[src/sv/gcol_ram.sv]
// ----------------------------------------------------------------------------
// gcol_ram
// Generic simple dual-port RAM: one write port, one read port, registered read.
// ----------------------------------------------------------------------------
module gcol_ram #(
    parameter int WIDTH = 8,
    parameter int DEPTH = 256
) (
    input  logic                     i_clk,
    input  logic                     i_we,
    input  logic [$clog2(DEPTH)-1:0] i_waddr,
    input  logic [WIDTH-1:0]         i_wdata,
    input  logic [$clog2(DEPTH)-1:0] i_raddr,
    output logic [WIDTH-1:0]         o_rdata
);

    logic [WIDTH-1:0] r_mem [DEPTH];
    logic [WIDTH-1:0] r_rdata;

    always_ff @(posedge i_clk) begin
        if (i_we) begin
            r_mem[i_waddr] <= i_wdata;
        end
        r_rdata <= r_mem[i_raddr];
    end

    assign o_rdata = r_rdata;

endmodule

[config.mk]
export PLATFORM = sky130hd
export DESIGN_NAME = gcol_ram
export DESIGN_NICKNAME = d
export VERILOG_FILES = /design/src/sv/gcol_ram.sv
export SDC_FILE = /design/constraint.sdc
export NUM_CORES = 2
export LEC_CHECK = 0
export BUFFER_PORTS_ARGS = -buffer_cell sky130_fd_sc_hd__buf_2
export CORE_UTILIZATION = 40
export DETAILED_ROUTE_END_ITERATION = 8
export SLEW_MARGIN = 20
export SYNTH_ARGS = -nofsm -noshare
export SYNTH_HDL_FRONTEND = slang
export SYNTH_SLANG_ARGS = --single-unit
[constraint.sdc]
create_clock -name i_clk -period 3.7 [get_ports i_clk]
set_input_delay 0.185 -clock i_clk [delete_from_list [all_inputs] [get_ports i_clk]]
set_output_delay 0.185 -clock i_clk [all_outputs]
set_load 0.005 [all_outputs]
After elaboration in Yosys (flattened, before gate mapping)
Memories as Yosys holds them, arrays and structs flattened. A register that Yosys moved wholly into a read port is not among the register bits.
Cells that the tools add are included.
- register bits: 0
- output and inout port bits: 8
- memory bits (writable): 2048
- word-level logic and storage cells: 3
- input port bits: 26
- memories: 1
- memory list (name ; depth ; width ; read ports ; clocked after memory_dff ; write ports ; line ; text):
    r_mem ; 256 ; 8 ; 1 ; 1 ; 1 ; 17 ; logic [WIDTH-1:0] r_mem [DEPTH];
- muxes and demuxes: 2
- operators with widths (kind ; count):
    1-bit two-way mux ; 2

Logic depth before layout (Yosys ltp)
- word-level depth: 2
- gate-level depth with buffers: 11
- mapped depth without buffers: 6

Worst setup path before layout
OpenSTA, ideal clock, no wires.
- path kind: input-to-reg
- start point: input i_raddr[0]
- end point: register r_rdata[2] (netlist: o_rdata[2]) (read register of r_mem)
- cell stages on the path: 9
- slack: 1577 ps
- data required time: 3569 ps
- setup time: 131 ps
- path buffers: 4
- data arrival time: 1992 ps
- cells stage by stage: buf_6 -> buf_12 -> buf_8 -> buf_2 -> mux4_2 -> a22oi_1 -> a21oi_1 -> nor4_1 -> nor4_2
- RTL lines (element ; line ; text):
    start, declared ; 13 ; input logic [$clog2(DEPTH)-1:0] i_raddr,
    end, declared ; 18 ; logic [WIDTH-1:0] r_rdata;

==> results.txt <==
Async SR Flop Fraction -> 0%
Drt total wl -> 201,000 um
Crit path launch type -> flop
# DRC -> 0
Hold Fails Final Rpt -> 0
Synth Area per Inst -> 21.3 um2
DR vias/cell -> 5.71
DIE AREA -> 201,000 um2
Post-detail-place hpwl -> 125,000 um
Num CTS Buffers -> 204
Initial DRC count -> 4,205
Synthesized instance count -> 3,733
Num ports -> 34
Leakage power -> 28.4 nW
Finished Cell Area -> 91,200 um2
Layout net count -> 4,080
Arrival time of the worst setup path -> 3570 ps
Least-Margin Pin Slew -> 1010 ps
MaxCap Viol Count -> 0
DRT antenna net count -> 0
Clock Skew -> 50.1 ps
Htree depth -> 4
Syn-to-layout area delta -> 14.7%
Chip height -> 448 um
Hold slack -> 74.4 ps
CTS tree -> built
Sequential fraction of the synthesis area -> 77.5%
WS Path Type -> flop to flop
Fillcell total -> 16,400
Hold path cells -> 3
First-pass GRT wire length -> 288,000 um
Setup slack at placement -> 91.7 ps
Final min period -> 2850 ps
Final worst-path cycle share -> 77.0%
Starting Density -> 40.3%
Routed length per instance -> 29.3 um
Site row count -> 163
Clock sinks -> 2,056
Pre-antenna DRT Iters -> 5
Clk Latency, worst-skew pair -> 840 ps
Largest net degree at the start of global routing -> 129
Cell variety after synth -> 55
Core ar. -> 197,000 um2
Synth warnings -> 0
Number of global-route vias before repair -> 39,600
Buffers on Ports -> 33
Via count -> 39,200
Peak supply drop -> 519 uV
Slew Limit Fails -> 0
Synth Net Count -> 3,759
Longest Clk Path Bufs -> 3
Placer congestion estimate -> 0.860
Post-place instance area -> 84,600 um2
Crit. End Element -> flop
Run status -> complete, no violations
CTS clk-pin slew, worst paths -> 60 ps
Antenna violations before repair -> 12
GRT Util Overall -> 20.1%
CTS root buf -> clkbuf_16
P per Cell Area -> 531 nW/um2
Max FO, Critical Path -> 1
Relative slew slack -> 32.7%
RSZ-0062 raised after global routing -> no
FMAX -> 0.351 GHz
Cell Area, Synth -> 79,600 um2
Flops & latches, synth -> 2,056
Setup TNS -> 0 ps
Final setup viols -> 0
CP Data Required Time -> 4420 ps
Primary FF master, synth -> edfxtp_1
Post-synth EDFFs -> 2,048
Hold WC Path Type -> input port to flop
Die X -> 448 um
Final worst setup slack -> 851 ps
Reg2Reg Depth -> 6
Share of layout cells above drive strength 1 -> 25.9%
Remaining Overflow, GRT -> 0
[synthesized netlist by cell type (3+ instances only)]
library cell,count,share of area (%)
buf_1,22,0.10
o22a_1,5,0.055
dfxtp_1,8,0.20
nor3_1,22,0.14
buf_2,31,0.20
a22oi_1,133,1.3
nor4_1,24,0.19
or2_2,4,0.031
buf_4,27,0.25
a211oi_1,16,0.15
mux2i_1,134,1.7
a21oi_1,96,0.60
nor2_1,282,1.3
edfxtp_1,2048,77
o211ai_1,10,0.094
nand3_1,34,0.21
clkbuf_1,111,0.52
nand4_1,10,0.079
mux4_2,454,13
nand2b_1,8,0.063
o22ai_1,28,0.22
buf_12,8,0.20
and2_1,6,0.047
o21ai_0,10,0.063
nor2b_1,31,0.24
buf_8,13,0.25
o221ai_1,46,0.51
a221oi_1,13,0.14
a22o_1,8,0.088
nand2_1,33,0.16
buf_6,21,0.30
o32ai_1,4,0.044
nor4_2,3,0.047
[timing repair]
item / CTS / global route
hold buffers: 12 / 0
resized for setup: 0 / 0
setup buffers: 0 / 0
hold endpoints to repair: 702 / 0
[cell families (layout without fill, tap and decap cells)]
group	after synthesis	count (layout)	share of synthesized area, %
buf+inv	235	731	1.83
other cells	0	4	0
mux	591	591	14.6
flops	2056	2056	77.5
compound gates	385	385	3.42
simple gates	466	466	2.63
[power breakdown]
part | internal (mW) | switching (mW)
Clock | 11.5 | 8.81
Sequential | 25.7 | 0.0572
Combinational | 0.878 | 1.54
[layer usage]
| layer | vias to the layer above | track usage (%) | part of all wire [%] |
|---|---|---|---|
| met5 | - | 0 | 0 |
| met2 | 1599 | 32.9 | 49 |
| met4 | 0 | 5.79 | 2.7 |
| met3 | 289 | 3.67 | 7.0 |
| met1 | 21000 | 27.7 | 41 |
| li1 | 16400 | - | - |
[worst max-delay path: stages (launching register included)]
cell      delay [ps]
edfxtp_1         360
mux4_2           500
mux4_2           520
nor2b_1          190
nor4_2           850
buf_4            250
nor4_1            50
[registers in the layout, summed over array words and instances (netlist names)]
register	flops
r_mem	2048
o_rdata	8
[final cells by class]
class / instances / area, um2 / share of cell area, %
diodes: 4 / 10.0 / 0.0110
flip-flops and latches: 2056 / 61700 / 67.6
clock inverters: 132 / 1250 / 1.37
well taps: 2640 / 3300 / 3.62
inverters: 2 / 7.51 / 0.00823
repair buffers: 348 / 3190 / 3.50
multi-input cells: 1442 / 16500 / 18.1
clock buffers: 249 / 5300 / 5.80
[cells in the final DEF, fill, tap and decap left out, drive strengths merged, types with 3 or more instances in the layout]
cell type / n
edfxtp: 2048
mux4: 456
buf: 336
nor2: 282
clkbuf: 249
mux2i: 134
a22oi: 133
clkinv: 104
a21oi: 96
o221ai: 47
nand3: 34
nand2: 33
nor2b: 31
o22ai: 28
nor4: 27
nor3: 22
bufinv: 18
a211oi: 16
a221oi: 14
dlygate4sd3: 12
o21ai: 12
nand4: 10
o211ai: 10
inv: 9
nand2b: 8
a22o: 8
dfxtp: 8
and2: 6
o22a: 5
o32ai: 5
a2111oi: 5
diode: 4
or2: 4
clkinvlp: 3
[metrics by stage]
step	instances	power, mW	util, %
6_report	6873	48.4	46.2
5_1_grt	6872	49.7	46.2
4_1_cts	6869	48.8	46.2
3_5_place_dp	6476	28.7	42.8
3_3_place_gp	6476	28.6	42.8
2_1_floorplan	3733	27.4	-
[path summary, 6_finish.rpt]
check,start,slack (ps),end
worst max-delay path,r_mem[87][4]$_DFFE_PP_,850,o_rdata[4]$_DFF_P_
worst min-delay path,i_waddr[3],70,r_mem[221][1]$_DFFE_PP_
worst max register to register,r_mem[87][4]$_DFFE_PP_,850,o_rdata[4]$_DFF_P_
worst min register to register,r_mem[44][6]$_DFFE_PP_,1060,o_rdata[6]$_DFF_P_
(Power assumes the default switching activity.)
